[config.mk]
export PLATFORM = sky130hd
export DESIGN_NAME = lpac_cordic
export DESIGN_NICKNAME = d
export VERILOG_FILES = /design/src/rtl/lpac_pkg.sv /design/src/rtl/lpac_cordic.sv
export SDC_FILE = /design/constraint.sdc
export NUM_CORES = 2
export LEC_CHECK = 0
export BUFFER_PORTS_ARGS = -buffer_cell sky130_fd_sc_hd__buf_2
export CAP_MARGIN = 20
export CORE_MARGIN = 4
export CORE_UTILIZATION = 45
export DETAILED_ROUTE_END_ITERATION = 8
export GPL_TIMING_DRIVEN = 0
export PLACE_DENSITY = 0.61
export SYNTH_ARGS = -nofsm -noshare
export SYNTH_HDL_FRONTEND = slang
export SYNTH_SLANG_ARGS = --single-unit
[constraint.sdc]
create_clock -name clk -period 11.7 [get_ports clk]
set_clock_uncertainty 0.2 [all_clocks]
set_input_delay 0 -clock clk [delete_from_list [all_inputs] [get_ports clk]]
set_output_delay 0 -clock clk [all_outputs]
set_load 0.005 [all_outputs]
[src/rtl/lpac_pkg.sv]
`timescale 1ns / 1ps
// ----------------------------------------------------------------------------
// lpac_pkg: shared types and constants
// Widths, register indexes, CORDIC constants and the stage payload structs.
// ----------------------------------------------------------------------------
package lpac_pkg;

  localparam int COORD_BITS   = 16;
  localparam int FRAC_BITS    = 4;
  localparam int CORDIC_STEPS = 16;
  localparam int GUARD        = 8;
  localparam int CW           = COORD_BITS + GUARD + 3;  // CORDIC x/y width
  localparam int ZW           = 28;                      // angle accumulator width
  localparam int INV_GAIN     = 39797;
  localparam int CFG_IDX_W    = 3;
  localparam int CFG_DATA_W   = 24;

  typedef enum logic [CFG_IDX_W-1:0] {
    REG_MAX_TILT   = 3'd0,
    REG_MAX_CANGLE = 3'd1,
    REG_MAX_ASPECT = 3'd2,
    REG_MIN_AREA   = 3'd3,
    REG_MAX_GRAY   = 3'd4
  } reg_idx_t;

  function automatic logic signed [ZW-1:0] atan_entry(input int i);
    logic signed [ZW-1:0] v;
    unique case (i)
      0: v = 28'sd47185920;  1: v = 28'sd27855475;  2: v = 28'sd14718068;
      3: v = 28'sd7471121;   4: v = 28'sd3750058;   5: v = 28'sd1876857;
      6: v = 28'sd938658;    7: v = 28'sd469357;    8: v = 28'sd234682;
      9: v = 28'sd117342;    10: v = 28'sd58671;    11: v = 28'sd29335;
      12: v = 28'sd14668;    13: v = 28'sd7334;     14: v = 28'sd3667;
      15: v = 28'sd1833;     16: v = 28'sd917;      17: v = 28'sd458;
      18: v = 28'sd229;      19: v = 28'sd115;      20: v = 28'sd57;
      21: v = 28'sd29;       22: v = 28'sd14;       23: v = 28'sd7;
      default: v = '0;
    endcase
    return v;
  endfunction

  // Side information that rides alongside the CORDIC pipeline.
  typedef struct packed {
    logic                  coincide;
    logic                  first_is_left;
    logic [COORD_BITS-1:0] mid_x;
    logic [COORD_BITS-1:0] mid_y;
    logic [COORD_BITS-1:0] short_max;
    logic [COORD_BITS-1:0] long_max;
    logic [COORD_BITS-1:0] long_min;
    logic                  tilt_ok;
    logic                  gray_ok;
  } side_t;

  typedef struct packed {
    logic signed [CW-1:0] x;
    logic signed [CW-1:0] y;
    logic signed [ZW-1:0] z;
  } cordic_t;

endpackage

[src/rtl/lpac_cordic.sv]
`timescale 1ns / 1ps
// ----------------------------------------------------------------------------
// lpac_cordic: vectoring CORDIC pipeline
// One registered micro-rotation per stage, side data carried along.
// ----------------------------------------------------------------------------
module lpac_cordic (
  input  logic              clk,
  input  logic              rst,
  input  logic              en,
  input  logic              in_valid,
  input  lpac_pkg::cordic_t in_c,
  input  lpac_pkg::side_t   in_s,
  output logic              out_valid,
  output lpac_pkg::cordic_t out_c,
  output lpac_pkg::side_t   out_s
);
  import lpac_pkg::*;

  logic    vld [CORDIC_STEPS+1];
  cordic_t cs  [CORDIC_STEPS+1];
  side_t   ss  [CORDIC_STEPS+1];

  assign vld[0] = in_valid;
  assign cs[0]  = in_c;
  assign ss[0]  = in_s;

  for (genvar i = 0; i < CORDIC_STEPS; i++) begin : g_step
    cordic_t nxt;
    logic signed [CW-1:0] shx, shy;
    always_comb begin
      shx = cs[i].x >>> i;
      shy = cs[i].y >>> i;
      if (!cs[i].y[CW-1]) begin
        nxt.x = cs[i].x + shy;
        nxt.y = cs[i].y - shx;
        nxt.z = cs[i].z + atan_entry(i);
      end else begin
        nxt.x = cs[i].x - shy;
        nxt.y = cs[i].y + shx;
        nxt.z = cs[i].z - atan_entry(i);
      end
    end
    always_ff @(posedge clk) begin
      if (rst) begin
        vld[i+1] <= 1'b0;
      end else if (en) begin
        vld[i+1] <= vld[i];
      end
    end
    always_ff @(posedge clk) begin
      if (en) begin
        cs[i+1] <= nxt;
        ss[i+1] <= ss[i];
      end
    end
  end

  assign out_valid = vld[CORDIC_STEPS];
  assign out_c     = cs[CORDIC_STEPS];
  assign out_s     = ss[CORDIC_STEPS];

endmodule

==> flow_summary.ini <==
[timing]
max_clock_freq_ghz = 0.1435
drv_slew = 0
max_slew_margin_pct = 23.36
rsz0062_at_grt = no
setup_viol = 0
hold_violations = 0
worst-slew-pin-transition_ps = 1139
fin_crit_ps = 6967
period_share_pct = 59.54
tns_ps = 0

[synth]
ys_types = 94
ys_seq_area_share_pct = 52.71
async_flop_share_pct = 0
ys_seq_elements = 2671
synth_cells = 12990
avgSynthCellArea_sq_um = 11.70
syn-cell-area_sq_um = 151900
synth-edff-count = 2655
ys.flop_type = edfxtp_1
yosys_warnings = 0
synth_nets = 14540

[setup_path]
crit_required_ps = 12050
crit_chain = clkbuf_1, buf_1, mux2_2, fa_1, a21o_1, a21oi_1, o21ai_1, o31a_1, o21a_1, o221ai_1, o41ai_1, and4_1, a2111oi_2, a21oi_1, xor2_1
end_kind = register
cpMostUsedCell = a21oi_1
cp.buffers_inverters = 2
arrival_ps = 7310
worstSetupPathType = reg -> reg
crit_family = compound AO/OA/AOI/OAI gates
max_stage_delay_ps = 810
critPathMaxFanout = 21
cpMaxStageDelayCell = edfxtp_1
cp-start-kind = register

[finish]
final_net_count = 15620
area_growth_pct = 14.44
drive_gt1_share_pct = 7.593
final_common_cell = edfxtp_1
stdcell_area_sq_um = 173800
layout_common_cells = 2,655 x edfxtp_1, 1,332 x ha_1, 1,137 x nor2_1

[drt]
drc = 0
wl_met1_mm = 134.4
highest_layer = met4
postRouteAntennaNets = 0
dr.pass1.iters = 7
dr_wl_met3_mm = 10.04
wl_per_cell_microns = 16.58
wl_mm = 312.3
via_per_inst = 5.223
drt_iter0_drc = 5258
wl_met2_mm = 154.8
vias = 98360

[clock_network]
cts_setup_buffers = 0
clk_pin_slew_worst_paths_ps = 60
insertion_delay_ps = 910
cts.sinks = 2671
cts.repair.resized = 0
cts_buffers = 306
htree_levels = 5
cts_tree = yes
cts-root-buf = clkbuf_16
clockBufferDepth = 4

[floorplan]
floorplan.initialDensity_pct = 45.16
core-area_sq_um = 336300
die_y_microns = 589.0
die-area_sq_um = 346900
rows = 213
num_io_pins = 337
fp.dieW_microns = 589.0

[grt]
grt_pass1_vias = 96640
grt_usage_pct = 17.61
grt_max_degree = 185
antenna_found_initial = 5
overflow = 0
grt_pass1_wl_mm = 506.3

[placement]
place_hpwl_mm = 231.6
placed_cell_area_sq_um = 159800
gp_congestion = 0.9054
port_buffers = 335

[flow_run]
drv_cap = 0

[outcome]
status = completed

[min_path]
hp-class = in -> reg
[state kept, by name, summed over array words and instances (netlist names)]
register / cells
out_valid: 1
cs: 1229
ss: 1260
out_s: 84
out_c: 82
vld: 15
[logic make-up after synthesis]
kind of cell    share of synthesized area [%]
fa+ha+maj                               11.62
flops                                   52.71
simple gates                            9.939
mux                                    0.6072
xor+xnor                                9.100
compound gates                          13.37
buf+inv                                 2.654
[cells in the mapped netlist, drive strengths merged, types with 24 or more instances]
library cell  count  area, sq um
a31oi           133        838.3
nand2           545         2046
o21ai           579         2898
buf             184         1314
nor4             86        538.0
or3              82        513.0
and3            135        844.6
and2             63        394.1
fa               49        980.9
nor3b            29        217.7
xor2            498         4362
mux2i            46        460.4
inv             597         2241
o2111ai          24        210.2
a21boi           37        277.8
a21oi          1109         5554
a21o            426         3198
a211o            34        297.8
xnor2          1080         9459
o41ai            50        483.0
ha             1332        16670
nand3           201         1006
nor2b           191         1195
or2              39        244.0
nor2           1137         4268
o31a             30        262.8
nand4            60        375.4
nand2b          177         1107
mux2             41        461.7
o31ai            45        361.6
o211ai           56        425.4
nor3            342         1717
clkbuf          125        469.2
a2111oi          31        301.5
o21a            185         1389
a211oi           81        628.1
edfxtp         2655        79730
o21bai          148         1111
[layout make-up]
type	count	area, sq um
fill	29610	162500
inverter	599	2248
buffer	309	1784
antenna	3	7.507
sequential	2671	80050
clock buffer	382	8133
multi-input combinational	9406	67800
tap	4515	5649
clock inverter	175	1718
timing repair buffer	773	6416
[through the flow]
step / hold WS, ps / instances / utilization, % / worst slack (ps)
floorplan: -101.1 / 12990 / - / 6952
global placement: -24.02 / 17840 / 47.33 / -32820
detailed placement: -21.90 / 17860 / 47.51 / 4532
CTS: 5.351 / 18830 / 51.67 / 4511
global route: 65.71 / 18830 / 51.68 / 4355
finish: 89.43 / 18830 / 51.68 / 4733
[what timing repair did]
item	CTS	global route
endpoints found under the setup margin	0	0
hold buffers	412	0
endpoints found under the hold margin	574	0
[final timing paths]
check	from	end	slack, ps	cells after the start
worst max register to register	cs[218]$_DFFE_PP_	cs[136]$_DFFE_PP_	4730	15
worst max-delay path	cs[218]$_DFFE_PP_	cs[136]$_DFFE_PP_	4730	15
worst min register to register	ss[803]$_DFFE_PP_	ss[719]$_DFFE_PP_	190	0
worst min-delay path	en	ss[1294]$_DFFE_PP_	90	3
[per-layer routing]
layer | up-vias | GRT usage, %
met5 | - | 0
met2 | 1559 | 31.36
li1 | 50370 | -
met3 | 659 | 2.189
met1 | 45770 | 21.72
met4 | 0 | 6.899
[tightest hold or removal path, cell delays in order]
cell,delay [ps]
dlygate4sd3_1,580
buf_12,160
buf_16,240
Power is left out: the tool's default activity adds up to more than one toggle a clock period on the data nets, which glitch-free logic cannot reach.
