<file path="src/rtl/lpac_pkg.sv">
`timescale 1ns / 1ps
// ----------------------------------------------------------------------------
// lpac_pkg: shared types and constants
// Widths, register indexes, CORDIC constants and the stage payload structs.
// ----------------------------------------------------------------------------
package lpac_pkg;

  localparam int COORD_BITS   = 16;
  localparam int FRAC_BITS    = 4;
  localparam int CORDIC_STEPS = 16;
  localparam int GUARD        = 8;
  localparam int CW           = COORD_BITS + GUARD + 3;  // CORDIC x/y width
  localparam int ZW           = 28;                      // angle accumulator width
  localparam int INV_GAIN     = 39797;
  localparam int CFG_IDX_W    = 3;
  localparam int CFG_DATA_W   = 24;

  typedef enum logic [CFG_IDX_W-1:0] {
    REG_MAX_TILT   = 3'd0,
    REG_MAX_CANGLE = 3'd1,
    REG_MAX_ASPECT = 3'd2,
    REG_MIN_AREA   = 3'd3,
    REG_MAX_GRAY   = 3'd4
  } reg_idx_t;

  function automatic logic signed [ZW-1:0] atan_entry(input int i);
    logic signed [ZW-1:0] v;
    unique case (i)
      0: v = 28'sd47185920;  1: v = 28'sd27855475;  2: v = 28'sd14718068;
      3: v = 28'sd7471121;   4: v = 28'sd3750058;   5: v = 28'sd1876857;
      6: v = 28'sd938658;    7: v = 28'sd469357;    8: v = 28'sd234682;
      9: v = 28'sd117342;    10: v = 28'sd58671;    11: v = 28'sd29335;
      12: v = 28'sd14668;    13: v = 28'sd7334;     14: v = 28'sd3667;
      15: v = 28'sd1833;     16: v = 28'sd917;      17: v = 28'sd458;
      18: v = 28'sd229;      19: v = 28'sd115;      20: v = 28'sd57;
      21: v = 28'sd29;       22: v = 28'sd14;       23: v = 28'sd7;
      default: v = '0;
    endcase
    return v;
  endfunction

  // Side information that rides alongside the CORDIC pipeline.
  typedef struct packed {
    logic                  coincide;
    logic                  first_is_left;
    logic [COORD_BITS-1:0] mid_x;
    logic [COORD_BITS-1:0] mid_y;
    logic [COORD_BITS-1:0] short_max;
    logic [COORD_BITS-1:0] long_max;
    logic [COORD_BITS-1:0] long_min;
    logic                  tilt_ok;
    logic                  gray_ok;
  } side_t;

  typedef struct packed {
    logic signed [CW-1:0] x;
    logic signed [CW-1:0] y;
    logic signed [ZW-1:0] z;
  } cordic_t;

endpackage

</file>
<file path="src/rtl/lpac_front.sv">
`timescale 1ns / 1ps
// ----------------------------------------------------------------------------
// lpac_front: input stage
// Computes deltas, midpoint, edge extremes, tilt and gray checks.
// ----------------------------------------------------------------------------
module lpac_front (
  input  logic                           clk,
  input  logic                           rst,
  input  logic                           en,
  input  logic                           in_valid,
  input  logic [lpac_pkg::COORD_BITS-1:0] x1,
  input  logic [lpac_pkg::COORD_BITS-1:0] y1,
  input  logic [lpac_pkg::COORD_BITS-1:0] w1,
  input  logic [lpac_pkg::COORD_BITS-1:0] h1,
  input  logic signed [11:0]             a1,
  input  logic [lpac_pkg::COORD_BITS-1:0] x2,
  input  logic [lpac_pkg::COORD_BITS-1:0] y2,
  input  logic [lpac_pkg::COORD_BITS-1:0] w2,
  input  logic [lpac_pkg::COORD_BITS-1:0] h2,
  input  logic signed [11:0]             a2,
  input  logic [7:0]                     pix,
  input  logic [11:0]                    max_tilt,
  input  logic [8:0]                     max_gray,
  output logic                           out_valid,
  output lpac_pkg::cordic_t              out_c,
  output lpac_pkg::side_t                out_s
);
  import lpac_pkg::*;

  logic [COORD_BITS-1:0] adx, ady, mn1, mx1, mn2, mx2;
  // Tilts span -2047..3487, so their difference needs 14 signed bits.
  logic signed [13:0] t1, t2, td;
  logic [12:0] tabs;
  logic [COORD_BITS:0] sx, sy;
  cordic_t c_next;
  side_t s_next;

  always_comb begin
    adx = (x1 > x2) ? x1 - x2 : x2 - x1;
    ady = (y1 > y2) ? y1 - y2 : y2 - y1;
    mn1 = (w1 < h1) ? w1 : h1;  mx1 = (w1 < h1) ? h1 : w1;
    mn2 = (w2 < h2) ? w2 : h2;  mx2 = (w2 < h2) ? h2 : w2;
    t1 = (w1 < h1) ? -14'(a1) : 14'(a1) + 14'sd1440;
    t2 = (w2 < h2) ? -14'(a2) : 14'(a2) + 14'sd1440;
    td = t1 - t2;
    tabs = td[13] ? 13'(-td) : 13'(td);
    sx = {1'b0, x1} + {1'b0, x2};
    sy = {1'b0, y1} + {1'b0, y2};
    c_next.x = CW'({adx, {GUARD{1'b0}}});
    c_next.y = CW'({ady, {GUARD{1'b0}}});
    c_next.z = '0;
    s_next.coincide      = (adx == '0) && (ady == '0);
    s_next.first_is_left = x1 < x2;
    s_next.mid_x         = sx[COORD_BITS:1];
    s_next.mid_y         = sy[COORD_BITS:1];
    s_next.short_max     = (mn1 > mn2) ? mn1 : mn2;
    s_next.long_max      = (mx1 > mx2) ? mx1 : mx2;
    s_next.long_min      = (mx1 < mx2) ? mx1 : mx2;
    s_next.tilt_ok       = tabs < {1'b0, max_tilt};
    s_next.gray_ok       = {1'b0, pix} < max_gray;
  end

  always_ff @(posedge clk) begin
    if (rst) begin
      out_valid <= 1'b0;
    end else if (en) begin
      out_valid <= in_valid;
    end
  end

  always_ff @(posedge clk) begin
    if (en) begin
      out_c <= c_next;
      out_s <= s_next;
    end
  end

endmodule

</file>
<file path="config.mk">
export PLATFORM = sky130hd
export DESIGN_NAME = lpac_front
export DESIGN_NICKNAME = d
export VERILOG_FILES = /design/src/rtl/lpac_pkg.sv /design/src/rtl/lpac_front.sv
export SDC_FILE = /design/constraint.sdc
export NUM_CORES = 1
export LEC_CHECK = 0
export BUFFER_PORTS_ARGS = -buffer_cell sky130_fd_sc_hd__buf_2
export CORE_ASPECT_RATIO = 0.6
export CORE_MARGIN = 2
export CORE_UTILIZATION = 56
export CTS_BUF_LIST = sky130_fd_sc_hd__clkbuf_2 sky130_fd_sc_hd__clkbuf_4 sky130_fd_sc_hd__clkbuf_8
export DETAILED_ROUTE_END_ITERATION = 7
export MAX_ROUTING_LAYER = met4
export PLACE_DENSITY = 0.84
export SYNTH_ARGS = -nofsm -noshare
export SYNTH_HDL_FRONTEND = slang
export SYNTH_SLANG_ARGS = --single-unit
</file>
<file path="constraint.sdc">
create_clock -name clk -period 9.87 [get_ports clk]
set_input_delay 1.974 -clock clk [delete_from_list [all_inputs] [get_ports clk]]
set_output_delay 1.974 -clock clk [all_outputs]
set_load 0.01 [all_outputs]
</file>
==> results_dict.tcl <==
set metrics [dict create \
    worstSetupEndpointType "flop" \
    drive_above_1_share_pct 20.7 \
    totalNegativeSetupSlack_ns 0 \
    global_route_congestion_overflow_total 0 \
    deepest_clock_path_buffer_count 2 \
    path_max_fanout 28 \
    grt_antenna_before_repair 6 \
    grt_max_degree 73 \
    drt_iter0_drc 1283 \
    maxSlewHeadroom_pct 13.7 \
    drt-total-wl_mm 38.9 \
    area_of_the_core_region_um2 23100 \
    design.final.nets 2164 \
    ys_async_sr_fraction_pct 0 \
    seq_area_frac_synth_pct 26.6 \
    syn_to_final_growth_pct 15.5 \
    grt_first_pass_wirelength_mm 59.7 \
    clock_tree_from_tritoncts "built" \
    setup-violations-final 0 \
    ant_nets 0 \
    type_of_the_worst_min_delay_path "reg -> reg" \
    maxCapViolations 0 \
    vias_per_cell 5.69 \
    average_cell_area_after_synthesis_um2 8.80 \
    place.detailed.hpwl_mm 32.0 \
    cts-resized-gates 0 \
    numPlacedInstances 2074 \
    synthesis.area_um2 13200 \
    critical-path-max-stage-delay_ns 0.77 \
    design.portCount 352 \
    final_cells 2113 \
    outcome "completed" \
    timing_worst_slew_pin_value_ns 1.26 \
    hold_viol 0 \
    final.fill_count 1939 \
    floorplan.die_area_um2 24800 \
    post-route-util_pct 65.8 \
    synth_flop_cell "sky130_fd_sc_hd__edfxtp_1" \
    drt_first_pass_iters 6 \
    ctsRootBufferMaster "sky130_fd_sc_hd__clkbuf_8" \
    vias_in_the_first_global_route 11100 \
    critPathRequiredTime_ns 10.21 \
    power-per-cell-area_nw_per_um2 159 \
    r2r_setup_slack_ns 9.24 \
    numCtsBuffers 17 \
    rsz0062_at_grt "false" \
    placed_cell_area_um2 14700 \
    cts.hold.buffers_added 0 \
    via_count 12000 \
    synth-warning-count 0 \
    route.detailed.wl_per_inst_um 18.4 \
    timing.final.crit_period_ns 8.70 \
    core.rowCount 43 \
    postCtsSetupRepairBufs 0 \
    setup.worst_path.start_class "input pin" \
    cp_common_cell "sky130_fd_sc_hd__a21oi_1" \
    register_bit_total_from_synthesis 117 \
    post_synth_edffs 116 \
    final_common_cell "sky130_fd_sc_hd__buf_2" \
    synthCells 1496 \
    postLayoutCellArea_um2 15200 \
    die_h_um 123 \
    period_share_pct 88.1 \
    total_power_mw 2.41 \
    final_max_tran_viols 0 \
    initial_utilization_pct 57.0 \
    cts_sinks 117 \
    ctsHtreeMaxLevel 4 \
    power.static_leakage_nw 7.58 \
    gr-usage-all-layers_pct 32.0 \
    worst-setup-path-type "in -> reg" \
    worst_skew_pair.late_latency_ns 0.46 \
    worst-endpoint-arrival_ns 9.04 \
    fmax_mhz 115 \
    ir_worst_vdd_mv 0.0853 \
    layout.cells.most_common_list "300 x sky130_fd_sc_hd__buf_2, 205 x sky130_fd_sc_hd__inv_1, 194 x sky130_fd_sc_hd__ha_1" \
    post_route_drc 0 \
    die_x_um 202 \
    clk_pin_slew_worst_paths_ns 0.07 \
    io_buffer_count 301 \
    synth_cell_types 74 \
    routabilityCongestion 1.03 \
    cpMaxStageDelayCell "sky130_fd_sc_hd__xnor2_1" \
    final.setup_skew_ns 0 \
]
==> layer usage <==
metal	vias up	part of all wire, %	track usage (%)
li1	5743	-	-
met1	5623	46	44.8
met2	608	42	45.9
met3	52	9.8	8.44
met4	0	1.9	7.67
met5	-	0	-
==> cells in the mapped netlist, types with 10 or more instances <==
| master | instances | area [um^2] |
|---|---|---|
| sky130_fd_sc_hd__a211oi_1 | 11 | 82.6 |
| sky130_fd_sc_hd__a21o_1 | 32 | 240 |
| sky130_fd_sc_hd__a21oi_1 | 139 | 696 |
| sky130_fd_sc_hd__buf_4 | 54 | 405 |
| sky130_fd_sc_hd__clkbuf_1 | 33 | 124 |
| sky130_fd_sc_hd__edfxtp_1 | 116 | 3480 |
| sky130_fd_sc_hd__ha_1 | 194 | 2430 |
| sky130_fd_sc_hd__inv_1 | 205 | 769 |
| sky130_fd_sc_hd__mux2i_1 | 100 | 1000 |
| sky130_fd_sc_hd__nand2_1 | 45 | 169 |
| sky130_fd_sc_hd__nand2b_1 | 23 | 144 |
| sky130_fd_sc_hd__nand3_1 | 24 | 120 |
| sky130_fd_sc_hd__nand4_1 | 14 | 87.6 |
| sky130_fd_sc_hd__nor2_1 | 122 | 458 |
| sky130_fd_sc_hd__nor2b_1 | 16 | 100 |
| sky130_fd_sc_hd__nor3_1 | 21 | 105 |
| sky130_fd_sc_hd__nor4_1 | 11 | 68.8 |
| sky130_fd_sc_hd__o21a_1 | 14 | 105 |
| sky130_fd_sc_hd__o21ai_0 | 53 | 265 |
| sky130_fd_sc_hd__o21bai_1 | 22 | 165 |
| sky130_fd_sc_hd__o31ai_1 | 10 | 75.1 |
| sky130_fd_sc_hd__xnor2_1 | 59 | 517 |
| sky130_fd_sc_hd__xor2_1 | 29 | 254 |
==> registers in the layout, summed over array words and instances, names as in the netlist <==
name / count
out_valid: 1
out_s: 84
out_c: 32
==> cell type report <==
class / instances / area, um^2 / area share (%)
inverter: 207 / 777 / 5.11
sequential: 117 / 3500 / 23.1
timing repair buffer: 308 / 1560 / 10.3
clock buffer: 19 / 249 / 1.64
multi-input combinational: 1127 / 8510 / 56.0
clock inverter: 13 / 183 / 1.20
tap: 315 / 394 / 2.59
antenna: 7 / 17.5 / 0.115
==> critical path: cells and delay by family <==
kind | cells | cell delay (ns)
AO/OA/AOI/OAI | 18 | 3.48
XOR/XNOR | 1 | 0.77
adder cells (fa/ha/maj) | 3 | 0.84
multiplexers | 3 | 1.05
AND/OR/NAND/NOR | 5 | 0.79
buffers and inverters | 2 | 0.14
==> logic make-up after synthesis <==
family                   Yosys count  share of synthesized area (%)
AO/OA/AOI/OAI                    351                           16.9
AND/OR/NAND/NOR                  331                           12.7
buffers and inverters            301                           10.3
adder cells (fa/ha/maj)          201                           19.5
flip-flops                       117                           26.6
multiplexers                     106                           8.20
XOR/XNOR                          88                           5.86
other                              1                         0.0285
==> per-stage QoR <==
stage | hold slack [ns] | setup slack (ns)
6_report | 0.555 | 1.17
3_3_place_gp | 0.475 | 1.33
3_5_place_dp | 0.541 | 0.882
4_1_cts | 0.558 | 1.32
5_1_grt | 0.585 | 0.515
2_1_floorplan | 0.528 | 1.82
==> path summary, 6_finish.rpt <==
| check | start | to | cells past startpoint |
|---|---|---|---|
| worst max register to register | out_valid | out_valid | 2 |
| worst min-delay path | out_valid | out_valid | 2 |
| worst min register to register | out_valid | out_valid | 2 |
| worst max-delay path | h1[6] | out_s[1] | 32 |
==> where the power goes <==
group	leakage (nW)	internal, mW	switching [mW]	total [mW]
Clock	0.209	0.279	0.228	0.507
Sequential	1.14	0.677	0.0314	0.709
Combinational	6.23	0.487	0.710	1.20
(Power assumes the default switching activity.)
