[src/rtl/lpac_pkg.sv]
`timescale 1ns / 1ps
// ----------------------------------------------------------------------------
// lpac_pkg: shared types and constants
// Widths, register indexes, CORDIC constants and the stage payload structs.
// ----------------------------------------------------------------------------
package lpac_pkg;

  localparam int COORD_BITS   = 16;
  localparam int FRAC_BITS    = 4;
  localparam int CORDIC_STEPS = 16;
  localparam int GUARD        = 8;
  localparam int CW           = COORD_BITS + GUARD + 3;  // CORDIC x/y width
  localparam int ZW           = 28;                      // angle accumulator width
  localparam int INV_GAIN     = 39797;
  localparam int CFG_IDX_W    = 3;
  localparam int CFG_DATA_W   = 24;

  typedef enum logic [CFG_IDX_W-1:0] {
    REG_MAX_TILT   = 3'd0,
    REG_MAX_CANGLE = 3'd1,
    REG_MAX_ASPECT = 3'd2,
    REG_MIN_AREA   = 3'd3,
    REG_MAX_GRAY   = 3'd4
  } reg_idx_t;

  function automatic logic signed [ZW-1:0] atan_entry(input int i);
    logic signed [ZW-1:0] v;
    unique case (i)
      0: v = 28'sd47185920;  1: v = 28'sd27855475;  2: v = 28'sd14718068;
      3: v = 28'sd7471121;   4: v = 28'sd3750058;   5: v = 28'sd1876857;
      6: v = 28'sd938658;    7: v = 28'sd469357;    8: v = 28'sd234682;
      9: v = 28'sd117342;    10: v = 28'sd58671;    11: v = 28'sd29335;
      12: v = 28'sd14668;    13: v = 28'sd7334;     14: v = 28'sd3667;
      15: v = 28'sd1833;     16: v = 28'sd917;      17: v = 28'sd458;
      18: v = 28'sd229;      19: v = 28'sd115;      20: v = 28'sd57;
      21: v = 28'sd29;       22: v = 28'sd14;       23: v = 28'sd7;
      default: v = '0;
    endcase
    return v;
  endfunction

  // Side information that rides alongside the CORDIC pipeline.
  typedef struct packed {
    logic                  coincide;
    logic                  first_is_left;
    logic [COORD_BITS-1:0] mid_x;
    logic [COORD_BITS-1:0] mid_y;
    logic [COORD_BITS-1:0] short_max;
    logic [COORD_BITS-1:0] long_max;
    logic [COORD_BITS-1:0] long_min;
    logic                  tilt_ok;
    logic                  gray_ok;
  } side_t;

  typedef struct packed {
    logic signed [CW-1:0] x;
    logic signed [CW-1:0] y;
    logic signed [ZW-1:0] z;
  } cordic_t;

endpackage

[src/rtl/lpac_back.sv]
`timescale 1ns / 1ps
// ----------------------------------------------------------------------------
// lpac_back: scaling, sides and checks
// Three registered stages: gain multiply, sides, products and decision.
// ----------------------------------------------------------------------------
module lpac_back (
  input  logic                            clk,
  input  logic                            rst,
  input  logic                            en,
  input  logic                            in_valid,
  input  lpac_pkg::cordic_t               in_c,
  input  lpac_pkg::side_t                 in_s,
  input  logic [10:0]                     max_cangle,
  input  logic [15:0]                     max_aspect,
  input  logic [23:0]                     min_area,
  output logic                            out_valid,
  output logic                            accepted,
  output logic                            first_is_left,
  output logic [lpac_pkg::COORD_BITS-1:0] center_x,
  output logic [lpac_pkg::COORD_BITS-1:0] center_y,
  output logic [lpac_pkg::COORD_BITS-1:0] long_side,
  output logic [lpac_pkg::COORD_BITS-1:0] short_side,
  output logic [10:0]                     angle
);
  import lpac_pkg::*;

  localparam int DW = CW + 17 - (16 + GUARD);  // distance width
  localparam int SW = (DW > COORD_BITS ? DW : COORD_BITS) + 1;

  // Stage A: gain multiply and angle rounding.
  logic            va;
  side_t           sa;
  logic [CW+16:0]  prod_a;
  logic [10:0]     ang_a;
  logic [CW-1:0]   xpos;
  logic signed [ZW-1:0] zr;
  logic [ZW-17:0]  zq;
  logic [10:0]     ang_next;

  always_comb begin
    xpos = in_c.x[CW-1] ? '0 : in_c.x;
    zr = in_c.z[ZW-1] ? '0 : in_c.z;
    zq = (ZW-16)'((zr + ZW'(32768)) >>> 16);
    ang_next = (zq > (ZW-16)'(1440)) ? 11'd1440 : 11'(zq);
    if (in_s.coincide) ang_next = '0;
  end

  always_ff @(posedge clk) begin
    if (rst) begin
      va <= 1'b0;
    end else if (en) begin
      va <= in_valid;
    end
  end

  always_ff @(posedge clk) begin
    if (en) begin
      sa     <= in_s;
      prod_a <= (CW+17)'(xpos) * (CW+17)'(INV_GAIN);
      ang_a  <= ang_next;
    end
  end

  // Stage B: distance and sides.
  logic [DW-1:0] cdist;
  logic [SW-1:0] aw, ah, sl_next, ss_next;
  logic          vb;
  side_t         sb;
  logic [SW-1:0] sl_b, ss_b;
  logic [10:0]   ang_b;

  always_comb begin
    cdist = DW'((prod_a + ((CW+17)'(1) << (15 + GUARD))) >> (16 + GUARD));
    if (sa.coincide) cdist = '0;
    aw = (SW'(cdist) > SW'(sa.short_max)) ? SW'(cdist) - SW'(sa.short_max)
                                          : SW'(sa.short_max) - SW'(cdist);
    ah = SW'(sa.long_max);
    sl_next = (aw > ah) ? aw : ah;
    ss_next = (aw > ah) ? ah : aw;
  end

  always_ff @(posedge clk) begin
    if (rst) begin
      vb <= 1'b0;
    end else if (en) begin
      vb <= va;
    end
  end

  always_ff @(posedge clk) begin
    if (en) begin
      sb    <= sa;
      sl_b  <= sl_next;
      ss_b  <= ss_next;
      ang_b <= ang_a;
    end
  end

  // Stage C: products and final decision.
  logic [SW+SW-1:0] area;
  logic [SW+15:0]   lhs, rhs;
  logic             ok;

  always_comb begin
    area = (2*SW)'(sl_b) * (2*SW)'(ss_b);
    lhs  = (SW+16)'(sl_b) << 8;
    rhs  = (SW+16)'(max_aspect) * (SW+16)'(ss_b);
    ok = !sb.coincide && sb.tilt_ok && sb.gray_ok
         && ({1'b0, sb.long_max} < {sb.long_min, 1'b0})
         && (ang_b < max_cangle)
         && (lhs < rhs)
         && (area > ((2*SW)'(min_area) << (2*FRAC_BITS)));
  end

  always_ff @(posedge clk) begin
    if (rst) begin
      out_valid <= 1'b0;
    end else if (en) begin
      out_valid <= vb;
    end
  end

  always_ff @(posedge clk) begin
    if (en) begin
      accepted      <= ok;
      first_is_left <= sb.first_is_left;
      center_x      <= sb.mid_x;
      center_y      <= sb.mid_y;
      long_side     <= (sl_b > SW'({COORD_BITS{1'b1}})) ? '1 : COORD_BITS'(sl_b);
      short_side    <= (ss_b > SW'({COORD_BITS{1'b1}})) ? '1 : COORD_BITS'(ss_b);
      angle         <= ang_b;
    end
  end

  // An accepted pair never reports an angle at or above the limit.
  a_angle_limit: assert property (@(posedge clk) disable iff (rst)
    out_valid && accepted |-> angle < max_cangle) else $error("angle check");
  // An accepted pair has a nonzero short side.
  a_short_nz: assert property (@(posedge clk) disable iff (rst)
    out_valid && accepted |-> short_side != '0) else $error("short side");
  // Long side never below short side.
  a_order: assert property (@(posedge clk) disable iff (rst)
    out_valid |-> long_side >= short_side) else $error("side order");

endmodule

[config.mk]
export PLATFORM = sky130hd
export DESIGN_NAME = lpac_back
export DESIGN_NICKNAME = d
export VERILOG_FILES = /design/src/rtl/lpac_pkg.sv /design/src/rtl/lpac_back.sv
export SDC_FILE = /design/constraint.sdc
export NUM_CORES = 2
export LEC_CHECK = 0
export ABC_CLOCK_PERIOD_IN_PS = 14800
export BUFFER_PORTS_ARGS = -buffer_cell sky130_fd_sc_hd__buf_2
export CAP_MARGIN = 30
export CORE_MARGIN = 2
export CORE_UTILIZATION = 69
export DETAILED_ROUTE_END_ITERATION = 10
export PLACE_DENSITY = 0.95
export REMOVE_ABC_BUFFERS = 1
export SLEW_MARGIN = 20
export SYNTH_ARGS = -nofsm -noshare
export SYNTH_HDL_FRONTEND = slang
export SYNTH_SLANG_ARGS = --single-unit
export TNS_END_PERCENT = 50
[constraint.sdc]
create_clock -name clk -period 14.8 [get_ports clk]
set_input_delay 2.96 -clock clk [delete_from_list [all_inputs] [get_ports clk]]
set_output_delay 2.96 -clock clk [all_outputs]
set_load 0.01 [all_outputs]
==> flow_summary.ini <==
[outcome]
outcome = finished clean

[floorplanning]
die_y_um = 268
chipWidth_um = 268
coreArea_um2 = 68800
io_pins = 299
initial_core_util_pct = 69.8
dieArea_um2 = 71800
row_count = 96

[final_layout]
final_util_pct = 74.7
areaGrowthSynthToFinish_pct = 7.03
nets = 6545
multi_input_area_um2 = 33700
regArea_um2 = 9400
drive_above_1_share_pct = 8.88
fillCellCount = 4237

[clock_tree]
root_buffer = clkbuf_16
ctsHoldBuffers = 0
clock-sinks = 314
worst_skew_pair.late_latency_ns = 0.59
htree_levels = 2
cts_tree = done
cts-buffers-inserted = 35
post_cts_buffers = 0
clk_transition_reported_paths_ns = 0.06
cts_max_path_buffers = 3
cts_resized = 0

[global_routing]
grt_max_degree = 86
grt_busiest_layer = met2
grt.overflow.total = 0
antenna_found_initial = 10
gr-usage-met3_pct = 6.61
use_met2_pct = 62.3
grt.total_usage_pct = 35.9
grt_pass1_vias = 40000
grt_first_pass_wirelength_um = 200000
grtUsageMet1_pct = 41.3

[yosys]
synth.area.top_cells = fa_1 34%, edfxtp_1 19%, ha_1 14%, inv_1 8.8%, and2_1 4.7%
synth_edf_count = 311
synth_cell_types = 78
synth_top_area_share_pct = 33.6
synth_warnings = 0
synthArstFlopShare_pct = 0
yosys.area.top_type = fa_1
ys_seq_elements = 314
synth_top_flop_cell = edfxtp_1
yosysSeqAreaShare_pct = 19.6
syn_area_per_cell_um2 = 9.99
netlist_area_um2 = 48000
syn_inst = 4808

[worst_hold_path]
hp-class = reg -> reg
whs_path_depth = 0

[detailed_routing]
vias = 36200
ant_nets = 0
firstDrtPassIters = 9
drt_iter0_markers = 3606
drc_errors = 0
viasPerCell = 6.09
wl_per_cell_um = 21.4
wirelength_um = 127000

[timing]
drv_slew = 0
fmax_mhz = 86.8
fin_crit_ns = 11.52
finalSetupTns_ns = 0
tightest_slew_ns = 1.07
timing.final.crit_share_pct = 77.9
finalSetupViolCount = 0
slew_headroom_pct = 28.5
hold_viol = 0
holdWs_ns = 0.390
worst_clock_skew_ns = 0.0563
rsz0062_at_grt = false

[setup_path]
crit_fanout = 21
slowest_stage = nor4_2
worstSetupStartpointType = input pin
ff2ff_path_depth = 34
regToRegSetupSlack_ns = 4.38
cp.required_ns = 15.09
end_kind = flip-flop
slowest_delay_ns = 0.75
critPathKind = in -> reg
cpMostUsedCell = fa_1
cp.arrival_ns = 11.81

[place]
portBuffers = 256
dp.final_hpwl_um = 92600
place_congestion = 0.920

[flow_run]
maxCapViolCount = 0
[worst paths after layout]
path | start | end
worst min-delay path | sa[5] | sb[5]
worst min register to register | sa[5] | sb[5]
worst max-delay path | max_aspect[4] | accepted
worst max register to register | sl_b[6] | accepted
[cell families (layout without fill, tap and decap cells)]
group,count (synthesis),in the layout,share of synthesized area [%]
AOI/OAI and AO/OA,443,443,6.08
xor gates and xnor gates,111,111,2.02
adders and majority gates,1348,1348,47.7
buffers and inverters,1314,1504,10.4
DFF,314,314,19.6
muxes,56,56,1.45
other,1,15,0.00780
and+or+nand+nor,1221,1221,12.8
[critical path, delay by kind of cell]
kind | cells | cell delay (ns)
AOI/OAI and AO/OA | 9 | 2.67
xor gates and xnor gates | 1 | 0.13
adders and majority gates | 8 | 3.79
buffers and inverters | 4 | 0.59
and+or+nand+nor | 6 | 1.65
[area by class of cell]
cell class,instances,area share (%)
multi-input combinational,3184,65.5
sequential,314,18.3
inverter,1121,8.18
timing repair buffer,320,3.57
tap,931,2.27
clock buffer,42,1.79
clock inverter,21,0.380
antenna,10,0.0487
[synth_stat cells, types with 6 or more instances]
| master | n |
|---|---|
| and2_1 | 360 |
| mux2_4 | 26 |
| a221o_1 | 6 |
| edfxtp_1 | 311 |
| and4_1 | 6 |
| nand2b_1 | 24 |
| a31oi_1 | 8 |
| o211ai_1 | 8 |
| clkbuf_1 | 183 |
| a21oi_1 | 123 |
| o22ai_1 | 7 |
| o21ai_0 | 78 |
| nand2_1 | 509 |
| xnor2_1 | 61 |
| a211oi_1 | 29 |
| nand3_1 | 39 |
| o21a_1 | 21 |
| ha_1 | 542 |
| nor2_1 | 89 |
| nor3_1 | 27 |
| or2_2 | 18 |
| inv_1 | 1121 |
| mux2_2 | 6 |
| mux2i_1 | 24 |
| nor2b_1 | 42 |
| xor2_1 | 50 |
| nand4_1 | 26 |
| a41oi_1 | 6 |
| a211o_1 | 7 |
| a21o_1 | 70 |
| or3_1 | 38 |
| o221ai_1 | 6 |
| and3_1 | 15 |
| fa_1 | 806 |
| o21bai_1 | 20 |
[cell usage in the layout (no fill, tap or decap), drive strengths merged, types with 6 or more instances in the layout]
cell type and count:
inv 1122, fa 806, ha 542, nand2 509, and2 360, buf 320, edfxtp 311, a21oi 123
nor2 89, o21ai 80, a21o 70, xnor2 61, xor2 50, nor2b 42, clkbuf 42, nand3 39
or3 39, mux2 32, a211oi 29, nor3 29, nand4 26, nand2b 24, mux2i 24, o21a 21
o21bai 20, or2 18, clkinv 16, and3 15, diode 10, o211ai 8, a31oi 8, a211o 7
o22ai 7, a41oi 6, o221ai 6, and4 6, a221o 6, o31ai 6
[stage by stage]
step           instance area [um2]  setup slack, ns  cells
6_report                     51400             3.28   5943
5_1_grt                      51400             3.20   5942
3_5_place_dp                 50100             3.17   5860
3_3_place_gp                 50100             3.37   5857
2_1_floorplan                47300             5.21   4619
4_1_cts                      51300             3.75   5923
[sequential cells by signal, indices dropped and copies added, names as in the netlist]
name,cells
sl_b,21
first_is_left,1
va,1
prod_a,19
ss_b,21
center_y,16
angle,11
short_side,16
vb,1
sb,67
center_x,16
sa,68
ang_b,11
out_valid,1
accepted,1
long_side,16
ah,16
ang_a,11
[layer usage]
| metal | part of all wire (%) | wire [um] | up-vias |
|---|---|---|---|
| met5 | 0 | 0 | - |
| met4 | 7.1 | 9050 | 0 |
| met1 | 33 | 42500 | 17900 |
| met3 | 9.8 | 12400 | 746 |
| met2 | 50 | 63300 | 2273 |
| li1 | - | - | 15300 |
Power is not shown: default switching activity piles up to over one toggle a cycle in this logic, so the estimate is an artifact.
